### config.mk
export PLATFORM = sky130hd
export DESIGN_NAME = md4_block_compression_top
export DESIGN_NICKNAME = d
export VERILOG_FILES = /design/src/hdl/md4bc_pkg.sv /design/src/hdl/md4bc_ram.sv /design/src/hdl/md4bc_front.sv /design/src/hdl/md4bc_cmd_fifo.sv /design/src/hdl/md4bc_back.sv /design/src/hdl/md4_block_compression_top.sv
export SDC_FILE = /design/constraint.sdc
export NUM_CORES = 2
export LEC_CHECK = 0
export BUFFER_PORTS_ARGS = -buffer_cell sky130_fd_sc_hd__buf_2
export CAP_MARGIN = 20
export CORE_MARGIN = 3
export CORE_UTILIZATION = 40
export CTS_CLUSTER_SIZE = 12
export DETAILED_ROUTE_END_ITERATION = 6
export PLACE_DENSITY = 0.61
export SYNTH_ARGS = -nofsm -noshare
export SYNTH_HDL_FRONTEND = slang
export SYNTH_SLANG_ARGS = --single-unit
### constraint.sdc
create_clock -name clk -period 6 [get_ports clk]
set_input_delay 1.8 -clock clk [delete_from_list [all_inputs] [get_ports clk]]
set_output_delay 1.8 -clock clk [all_outputs]
set_load 0.02 [all_outputs]
### src/hdl/md4bc_pkg.sv
// Shared types, constants and step tables for the MD4 block compression core.
// No dependencies; every other file in hdl/ except md4bc_ram imports this package.
package md4bc_pkg;

	localparam int WORD_W      = 32;
	localparam int IDX_W       = 4;            // word position within a block
	localparam int STEP_W      = 6;            // 48 steps
	localparam int LAST_STEP   = 47;
	localparam int RAM_DEPTH   = 32;           // two banks of sixteen words
	localparam int RAM_ADDR_W  = 5;

	localparam logic [WORD_W-1:0] IV_A = 32'h67452301;
	localparam logic [WORD_W-1:0] IV_B = 32'hefcdab89;
	localparam logic [WORD_W-1:0] IV_C = 32'h98badcfe;
	localparam logic [WORD_W-1:0] IV_D = 32'h10325476;
	localparam logic [WORD_W-1:0] K_R2 = 32'h5a827999;
	localparam logic [WORD_W-1:0] K_R3 = 32'h6ed9eba1;

	localparam logic [1:0] ROUND_F = 2'd0;
	localparam logic [1:0] ROUND_G = 2'd1;
	localparam logic [1:0] ROUND_H = 2'd2;

	// Block command handed from the front to the back.
	typedef struct packed {
		logic bank;
		logic restart;
		logic ends_run;
	} cmd_t;

	// Bank release from the back to the front.
	typedef struct packed {
		logic valid;
		logic bank;
	} rel_t;

	// Message word index used by a step.
	function automatic logic [IDX_W-1:0] msg_index(input logic [STEP_W-1:0] step);
		logic [IDX_W-1:0] j;
		begin
			j = step[IDX_W-1:0];
			case (step[5:4])
				ROUND_F: msg_index = j;
				ROUND_G: msg_index = {j[1:0], j[3:2]};
				ROUND_H: msg_index = {j[0], j[1], j[2], j[3]};
				default: msg_index = j;
			endcase
		end
	endfunction

	// Left rotation amount of a step.
	function automatic logic [4:0] rot_amount(input logic [STEP_W-1:0] step);
		logic [4:0] r;
		begin
			r = 5'd3;
			case (step[5:4])
				ROUND_F: begin
					case (step[1:0])
						2'd0: r = 5'd3;
						2'd1: r = 5'd7;
						2'd2: r = 5'd11;
						default: r = 5'd19;
					endcase
				end
				ROUND_G: begin
					case (step[1:0])
						2'd0: r = 5'd3;
						2'd1: r = 5'd5;
						2'd2: r = 5'd9;
						default: r = 5'd13;
					endcase
				end
				default: begin
					case (step[1:0])
						2'd0: r = 5'd3;
						2'd1: r = 5'd9;
						2'd2: r = 5'd11;
						default: r = 5'd15;
					endcase
				end
			endcase
			rot_amount = r;
		end
	endfunction

	function automatic logic [WORD_W-1:0] round_const(input logic [STEP_W-1:0] step);
		case (step[5:4])
			ROUND_F: round_const = '0;
			ROUND_G: round_const = K_R2;
			default: round_const = K_R3;
		endcase
	endfunction

	function automatic logic [WORD_W-1:0] round_fn(input logic [STEP_W-1:0] step,
		input logic [WORD_W-1:0] x, input logic [WORD_W-1:0] y,
		input logic [WORD_W-1:0] z);
		case (step[5:4])
			ROUND_F: round_fn = (x & y) | (~x & z);
			ROUND_G: round_fn = (x & y) | (x & z) | (y & z);
			default: round_fn = x ^ y ^ z;
		endcase
	endfunction

	function automatic logic [WORD_W-1:0] rotl(input logic [WORD_W-1:0] v,
		input logic [4:0] s);
		logic [2*WORD_W-1:0] t;
		begin
			t = {v, v} << s;
			rotl = t[2*WORD_W-1:WORD_W];
		end
	endfunction

endpackage

### src/hdl/md4bc_ram.sv
// Generic single-write, single-read RAM with registered read data.
// No dependencies.
module md4bc_ram #(
	parameter int WIDTH  = 32,
	parameter int DEPTH  = 32,
	parameter int ADDR_W = $clog2(DEPTH)
) (
	input  logic              clk,
	input  logic              wr_en,
	input  logic [ADDR_W-1:0] wr_addr,
	input  logic [WIDTH-1:0]  wr_data,
	input  logic [ADDR_W-1:0] rd_addr,
	output logic [WIDTH-1:0]  rd_data
);

	logic [WIDTH-1:0] mem_q [DEPTH];

	always_ff @(posedge clk) begin
		if (wr_en) begin
			mem_q[wr_addr] <= wr_data;
		end
		rd_data <= mem_q[rd_addr];
	end

endmodule

### src/hdl/md4bc_front.sv
// Input side: takes message words, writes them into the free bank and issues
// a block command on the sixteenth word. Depends on md4bc_pkg.
module md4bc_front import md4bc_pkg::*; (
	input  logic                  clk,
	input  logic                  arst_n,
	input  logic                  s_tvalid,
	output logic                  s_tready,
	input  logic [WORD_W-1:0]     s_tdata,
	input  logic                  s_tuser,
	input  logic                  s_tlast,
	input  rel_t                  rel,
	output logic                  push,
	output cmd_t                  push_cmd,
	output logic                  wr_en,
	output logic [RAM_ADDR_W-1:0] wr_addr,
	output logic [WORD_W-1:0]     wr_data
);

	logic [IDX_W-1:0] idx_q;
	logic             bank_q;
	logic             blk_restart_q;
	logic [1:0]       busy_q;
	logic [1:0]       busy_nxt;
	logic             accept;
	logic [IDX_W-1:0] eff_idx;
	logic             eff_restart;

	// Hold off while the bank being filled is still owned by the back.
	assign s_tready    = !busy_q[bank_q];
	assign accept      = s_tvalid && s_tready;
	assign eff_idx     = s_tuser ? '0 : idx_q;
	assign eff_restart = s_tuser || blk_restart_q;

	assign wr_en   = accept;
	assign wr_addr = {bank_q, eff_idx};
	assign wr_data = s_tdata;

	assign push              = accept && (eff_idx == IDX_W'(15));
	assign push_cmd.bank     = bank_q;
	assign push_cmd.restart  = eff_restart;
	assign push_cmd.ends_run = s_tlast;

	// Free the released bank, claim the bank just filled.
	always_comb begin
		busy_nxt = busy_q;
		if (rel.valid) begin
			busy_nxt[rel.bank] = 1'b0;
		end
		if (push) begin
			busy_nxt[bank_q] = 1'b1;
		end
	end

	always_ff @(posedge clk or negedge arst_n) begin
		if (!arst_n) begin
			idx_q         <= '0;
			bank_q        <= 1'b0;
			blk_restart_q <= 1'b0;
			busy_q        <= '0;
		end else begin
			busy_q <= busy_nxt;
			if (accept) begin
				if (push) begin
					idx_q         <= '0;
					blk_restart_q <= 1'b0;
					bank_q        <= !bank_q;
				end else begin
					idx_q         <= eff_idx + IDX_W'(1);
					blk_restart_q <= eff_restart;
				end
			end
		end
	end

endmodule

### src/hdl/md4bc_cmd_fifo.sv
// Two-entry queue of block commands between front and back.
// Depends on md4bc_pkg.
module md4bc_cmd_fifo import md4bc_pkg::*; (
	input  logic clk,
	input  logic arst_n,
	input  logic push,
	input  cmd_t push_cmd,
	input  logic pop,
	output logic valid,
	output cmd_t head
);

	cmd_t       ent_q [2];
	logic       wr_ptr_q;
	logic       rd_ptr_q;
	logic [1:0] count_q;

	assign valid = (count_q != 2'd0);
	assign head  = ent_q[rd_ptr_q];

	always_ff @(posedge clk) begin
		if (push) begin
			ent_q[wr_ptr_q] <= push_cmd;
		end
	end

	always_ff @(posedge clk or negedge arst_n) begin
		if (!arst_n) begin
			wr_ptr_q <= 1'b0;
			rd_ptr_q <= 1'b0;
			count_q  <= '0;
		end else begin
			if (push) begin
				wr_ptr_q <= !wr_ptr_q;
			end
			if (pop) begin
				rd_ptr_q <= !rd_ptr_q;
			end
			count_q <= count_q + 2'(push) - 2'(pop);
		end
	end

endmodule

### src/hdl/md4bc_back.sv
// Compression side: pops block commands, runs the 48 steps one per cycle,
// folds into the chaining value and, at the end of a run, emits it. Depends on md4bc_pkg.
module md4bc_back import md4bc_pkg::*; (
	input  logic                  clk,
	input  logic                  arst_n,
	input  logic                  cmd_valid,
	input  cmd_t                  cmd,
	output logic                  pop,
	output rel_t                  rel,
	output logic [RAM_ADDR_W-1:0] rd_addr,
	input  logic [WORD_W-1:0]     rd_data,
	output logic                  m_tvalid,
	input  logic                  m_tready,
	output logic [WORD_W-1:0]     m_tdata,
	output logic                  m_tlast
);

	typedef enum logic [3:0] {
		ST_IDLE = 4'b0001,
		ST_RUN  = 4'b0010,
		ST_ADD  = 4'b0100,
		ST_EMIT = 4'b1000
	} state_t;

	state_t              state_q;
	logic [STEP_W-1:0]   step_q;
	logic [STEP_W-1:0]   step_nxt;
	logic                bank_q;
	logic                ends_q;
	logic [1:0]          emit_idx_q;
	logic [WORD_W-1:0]   chain_q [4];
	logic [WORD_W-1:0]   wa_q, wb_q, wc_q, wd_q;
	logic [WORD_W-1:0]   step_sum;
	logic [WORD_W-1:0]   step_new;
	logic                last_step;

	assign step_nxt  = step_q + STEP_W'(1);
	assign last_step = (step_q == STEP_W'(LAST_STEP));
	assign pop       = (state_q == ST_IDLE) && cmd_valid;

	// Address runs one step ahead of the data for the registered read.
	always_comb begin
		if (state_q == ST_IDLE) begin
			rd_addr = {cmd.bank, msg_index('0)};
		end else begin
			rd_addr = {bank_q, msg_index(step_nxt)};
		end
	end

	assign rel.valid = (state_q == ST_RUN) && last_step;
	assign rel.bank  = bank_q;

	assign step_sum = wa_q + round_fn(step_q, wb_q, wc_q, wd_q) + rd_data
		+ round_const(step_q);
	assign step_new = rotl(step_sum, rot_amount(step_q));

	assign m_tvalid = (state_q == ST_EMIT);
	assign m_tdata  = chain_q[emit_idx_q];
	assign m_tlast  = (emit_idx_q == 2'd3);

	always_ff @(posedge clk) begin
		case (state_q)
			ST_IDLE: begin
				bank_q <= cmd.bank;
				ends_q <= cmd.ends_run;
				if (cmd.restart) begin
					wa_q <= IV_A;
					wb_q <= IV_B;
					wc_q <= IV_C;
					wd_q <= IV_D;
				end else begin
					wa_q <= chain_q[0];
					wb_q <= chain_q[1];
					wc_q <= chain_q[2];
					wd_q <= chain_q[3];
				end
			end
			ST_RUN: begin
				// Rotate the working words so the updated one is always in slot B.
				wa_q <= wd_q;
				wb_q <= step_new;
				wc_q <= wb_q;
				wd_q <= wc_q;
			end
			default: begin
			end
		endcase
	end

	always_ff @(posedge clk or negedge arst_n) begin
		if (!arst_n) begin
			state_q    <= ST_IDLE;
			step_q     <= '0;
			emit_idx_q <= '0;
			chain_q[0] <= IV_A;
			chain_q[1] <= IV_B;
			chain_q[2] <= IV_C;
			chain_q[3] <= IV_D;
		end else begin
			case (state_q)
				ST_IDLE: begin
					if (cmd_valid) begin
						step_q  <= '0;
						state_q <= ST_RUN;
						if (cmd.restart) begin
							chain_q[0] <= IV_A;
							chain_q[1] <= IV_B;
							chain_q[2] <= IV_C;
							chain_q[3] <= IV_D;
						end
					end
				end
				ST_RUN: begin
					step_q <= step_nxt;
					if (last_step) begin
						state_q <= ST_ADD;
					end
				end
				ST_ADD: begin
					chain_q[0] <= chain_q[0] + wa_q;
					chain_q[1] <= chain_q[1] + wb_q;
					chain_q[2] <= chain_q[2] + wc_q;
					chain_q[3] <= chain_q[3] + wd_q;
					emit_idx_q <= '0;
					state_q    <= ends_q ? ST_EMIT : ST_IDLE;
				end
				ST_EMIT: begin
					if (m_tready) begin
						emit_idx_q <= emit_idx_q + 2'd1;
						if (emit_idx_q == 2'd3) begin
							state_q <= ST_IDLE;
						end
					end
				end
				default: begin
					state_q <= ST_IDLE;
				end
			endcase
		end
	end

`ifndef ASSERT_OFF
	a_pop_starts_run: assert property (@(posedge clk) disable iff (!arst_n)
		pop |=> (state_q == ST_RUN) && (step_q == '0))
		else $error("block start did not enter step 0");

	a_last_step_adds: assert property (@(posedge clk) disable iff (!arst_n)
		(state_q == ST_RUN) && last_step |=> (state_q == ST_ADD))
		else $error("step 47 not followed by chaining add");

	a_release_once: assert property (@(posedge clk) disable iff (!arst_n)
		rel.valid |=> !rel.valid)
		else $error("bank released on two cycles in a row");

	a_emit_last_ends: assert property (@(posedge clk) disable iff (!arst_n)
		m_tvalid && m_tready && m_tlast |=> (state_q == ST_IDLE))
		else $error("emission continued after the D word");
`endif

endmodule

### src/hdl/md4_block_compression_top.sv
// Top level of the MD4 block compression core: front, command queue, back
// and the two-bank message RAM. Depends on md4bc_pkg and all md4bc_* modules.
//
//  channel | direction | tdata           | tuser       | tlast
//  --------+-----------+-----------------+-------------+------------------------
//  s_*     | in        | message_word    | restart     | ends_run
//  m_*     | out       | chain_word      | (none)      | last_word (on D)
//
// Flow: the front takes one word per cycle while its bank is free. The back
// handles a block as one read issue, 48 steps through the single step unit
// and one chaining add, plus four output words when the block ends a run.
// Reset: arst_n clears control, loads the initial chaining value; the RAM is
// not cleared, each word being written before it is read.
// Stalls: a held m_tready stalls only the back; the front keeps filling the
// other bank until both banks are owned by queued or running blocks.
module md4_block_compression_top import md4bc_pkg::*; (
	input  logic              clk,
	input  logic              arst_n,
	input  logic              s_tvalid,
	output logic              s_tready,
	input  logic [WORD_W-1:0] s_tdata,   // [31:0] message_word
	input  logic              s_tuser,   // [0] restart
	input  logic              s_tlast,
	output logic              m_tvalid,
	input  logic              m_tready,
	output logic [WORD_W-1:0] m_tdata,   // [31:0] chain_word
	output logic              m_tlast
);

	logic                  push;
	cmd_t                  push_cmd;
	logic                  pop;
	logic                  cmd_valid;
	cmd_t                  head;
	rel_t                  rel;
	logic                  wr_en;
	logic [RAM_ADDR_W-1:0] wr_addr;
	logic [WORD_W-1:0]     wr_data;
	logic [RAM_ADDR_W-1:0] rd_addr;
	logic [WORD_W-1:0]     rd_data;

	// Front: classify words, fill a bank, issue a block command on word 16.
	md4bc_front u_front (
		.clk      (clk),
		.arst_n   (arst_n),
		.s_tvalid (s_tvalid),
		.s_tready (s_tready),
		.s_tdata  (s_tdata),
		.s_tuser  (s_tuser),
		.s_tlast  (s_tlast),
		.rel      (rel),
		.push     (push),
		.push_cmd (push_cmd),
		.wr_en    (wr_en),
		.wr_addr  (wr_addr),
		.wr_data  (wr_data)
	);

	// Queue: decouple the front from the compression rounds.
	md4bc_cmd_fifo u_fifo (
		.clk      (clk),
		.arst_n   (arst_n),
		.push     (push),
		.push_cmd (push_cmd),
		.pop      (pop),
		.valid    (cmd_valid),
		.head     (head)
	);

	// Message store: bank bit in the top address bit.
	md4bc_ram #(
		.WIDTH (WORD_W),
		.DEPTH (RAM_DEPTH)
	) u_ram (
		.clk     (clk),
		.wr_en   (wr_en),
		.wr_addr (wr_addr),
		.wr_data (wr_data),
		.rd_addr (rd_addr),
		.rd_data (rd_data)
	);

	// Back: run the steps, add into the chaining value, emit on end of run.
	md4bc_back u_back (
		.clk       (clk),
		.arst_n    (arst_n),
		.cmd_valid (cmd_valid),
		.cmd       (head),
		.pop       (pop),
		.rel       (rel),
		.rd_addr   (rd_addr),
		.rd_data   (rd_data),
		.m_tvalid  (m_tvalid),
		.m_tready  (m_tready),
		.m_tdata   (m_tdata),
		.m_tlast   (m_tlast)
	);

endmodule

==> reports/qor.yml <==
run_status:
  status: "finished, final reports clean"
placement:
  detailed_place_hpwl_um: 119100
  io_buffers: 72
  gp_congestion: 0.9478
synthesis:
  synth_edf_count: 1160
  synth_seq_area_share_pct: 59.88
  synth_seq_cells: 1344
  syn_avg_cell_area_um2: 11.85
  syn_inst: 5545
  ys_types: 89
  synthFlopType: "edfxtp_1"
  netlist_area_um2: 65730
  syn-num-nets: 5851
  async_flop_share_pct: 11.31
  yosysWarnings: 0
sta:
  tightest_slew_ps: 1063
  relSlewSlack_pct: 28.95
  timing.hold.ws_ps: 493.3
  fin_worst_skew_ps: 48.98
  maxSlewViolCount: 0
  max_freq_mhz: 174.3
  rsz0062_at_grt: "no"
  hold_viol: 0
  finalSetupTns_ps: 0
  post-route-min-period_ps: 5737
  period_share_pct: 95.61
  setup_viol: 0
detailed_routing:
  vias_per_cell: 5.829
  routed_wl_um: 196500
  routedWlPerCell_um: 25.00
  drtIter0Drc: 4502
  firstDrtPassIters: 6
  vias: 45810
  drc: 0
  ant_nets: 0
clock_network:
  cts_root_buf: "clkbuf_16"
  hold_buffers: 0
  cts_max_path_buffers: 3
  cts_tree: "done"
  clock-sinks: 1344
  clk_pin_slew_ps: 60
  worstSkewPairLatency_ps: 810
  htreeDepth: 4
  cts_made_buffers: 151
setup_path:
  reg2reg_to: "u_back.wb_q[24]"
  reg2reg_from: "u_back.wd_q[8]"
  endpoint: "u_back.wb_q[24]"
  cp_data_required_time_ps: 6490
  crit_path_end_kind: "register"
  crit_start: "u_back.wd_q[8]"
  start_kind: "register"
  crit_path_max_fanout: 7
  reg2reg_depth: 19
  crit_type: "register to register"
  regToRegSetupSlack_ps: 260
  cp_data_arrival_time_ps: 6230
die:
  core_region_area_um2: 163000
  dieHeight_um: 411.4
  row_count: 148
  die_w_um: 411.4
  die-area_um2: 169200
  initial_core_util_pct: 40.34
  io_pins: 73
pwr:
  power_frac_clock_pct: 46.6
  peakVddDrop_uv: 298.9
  p_comb_share_pct: 0.7
  power.leakage_nw: 26.49
  switching_share_pct: 20.86
  pwr-share-seq_pct: 52.7
  power_density_nw_per_um2: 259.2
  p_int_w: 0.01521
  net-switching-power_w: 0.004009
  total_power_w: 0.01922
global_routing:
  grt_usage_pct: 22.84
  grt_pass1_vias: 43520
  grt_first_pass_wirelength_um: 288700
  overflow: 0
  grt_max_degree: 130
  antenna_found_initial: 23
finish:
  area_growth_pct: 12.82
  final_common_cell: "edfxtp_1"
  final_nets: 5867
  mostFrequentLayoutCells: "1,160 x edfxtp_1, 797 x nand2_1, 372 x a211oi_1"
  final_layout_size_suffix_gt1_share_pct: 10.51
worst_hold_path:
  hold_path.class: "register to register"
  min-delay-start: "u_fifo.wr_ptr_q"
flow_run:
  cap_violations: 0
[what timing repair did]
action,CTS,global route
resized for setup,0,5
setup endpoints to repair,0,14
setup buffers,0,1
[layout make-up]
type	instances	area (um2)
Fill cell	14720	88800
Sequential cell	1344	39360
Multi-Input combinational cell	3660	24700
Clock buffer	218	4212
Tap cell	2175	2721
Timing Repair Buffer	198	1800
Inverter	206	773.2
Clock inverter	55	586.8
Antenna cell	3	7.507
[through the flow]
step,util (%),setup WS [ps],cell area (um2),cells
after floorplan,-,663.9,65730,5545
final,45.51,263.4,74160,7859
after global routing,45.50,8.549,74150,7856
after detailed placement,42.54,191.3,69320,7581
after CTS,45.48,183.1,74120,7854
after global placement,42.54,266.6,69320,7581
[worst min path at each step]
stage / to / slack, ps / depth (start not counted)
after global placement: u_front.blk_restart_q / 470 / 2
after CTS: u_fifo.wr_ptr_q / 490 / 1
final: u_fifo.wr_ptr_q / 490 / 1
after floorplan: u_front.blk_restart_q / 450 / 2
after global routing: u_front.blk_restart_q / 510 / 2
after detailed placement: u_fifo.wr_ptr_q / 480 / 1
[per-layer routing]
metal | track usage, % | wire, um | up-vias
met3 | 3.607 | 13280 | 334
li1 | - | - | 20740
met4 | 6.849 | 5612 | 10
met2 | 36.29 | 91480 | 1658
met1 | 32.27 | 86020 | 23070
met5 | 0 | 76 | -
[power groups by stage]
stage / clock [W] / sequential [W] / combinational, W
final: 0.00895 / 0.0101 / 0.000132
after global routing: 0.00949 / 0.0101 / 0.000150
after CTS: 0.00911 / 0.0101 / 0.000135
after detailed placement: 0 / 0.0103 / 0.000135
after global placement: 0 / 0.0103 / 0.000129
after floorplan: 0 / 0.0103 / 0.00000315
[registers in the layout, summed over array words and instances, names as in the netlist, 2 cells and up]
name / cells
u_front.busy_q: 2
u_back.chain_q: 128
u_fifo.count_q: 2
u_front.idx_q: 4
u_back.step_q: 6
u_fifo.ent_q: 6
u_back.wc_q: 32
u_ram.mem_q: 1024
u_back.wd_q: 32
u_ram.rd_data: 32
u_back.wb_q: 32
u_back.wa_q: 32
u_back.state_q: 4
u_back.emit_idx_q: 2
[cells by family after synthesis]
logic type / Yosys count / share of synthesized area [%]
AOI/OAI and AO/OA: 1616 / 16.48
xor gates and xnor gates: 140 / 1.866
adders and majority gates: 268 / 6.141
buffers and inverters: 541 / 3.107
DFF: 1344 / 59.88
muxes: 80 / 1.881
and+or+nand+nor: 1556 / 10.64
[cells in the mapped netlist (all sizes together) (83+ instances only)]
library cell | instances | area [um2]
nand2 | 801 | 3007
inv | 206 | 773.2
a21oi | 351 | 1757
xnor2 | 83 | 727.0
clkbuf | 310 | 1164
a311oi | 132 | 1156
fa | 91 | 1822
and2 | 275 | 1723
edfxtp | 1160 | 34830
ha | 177 | 2215
a211oi | 373 | 2800
a21o | 99 | 743.2
nor2 | 284 | 1066
dfrtp | 87 | 2177
a31oi | 146 | 928.4
o21ai | 252 | 1265
[worst max-delay path: stages (launching register included)]
cell and delay [ps]:
edfxtp_1 370, inv_1 100, fa_1 540, o21ai_0 120
fa_1 550, inv_1 50, fa_1 490, inv_1 40
ha_1 350, a21o_1 240, a21o_1 190, a21o_1 190
o21ai_1 220, a31oi_1 260, o21a_1 320, a32oi_4 310
mux2i_1 150, or4_1 510, a31oi_1 320, a221oi_1 130
Power figures use the tool's default switching activity.
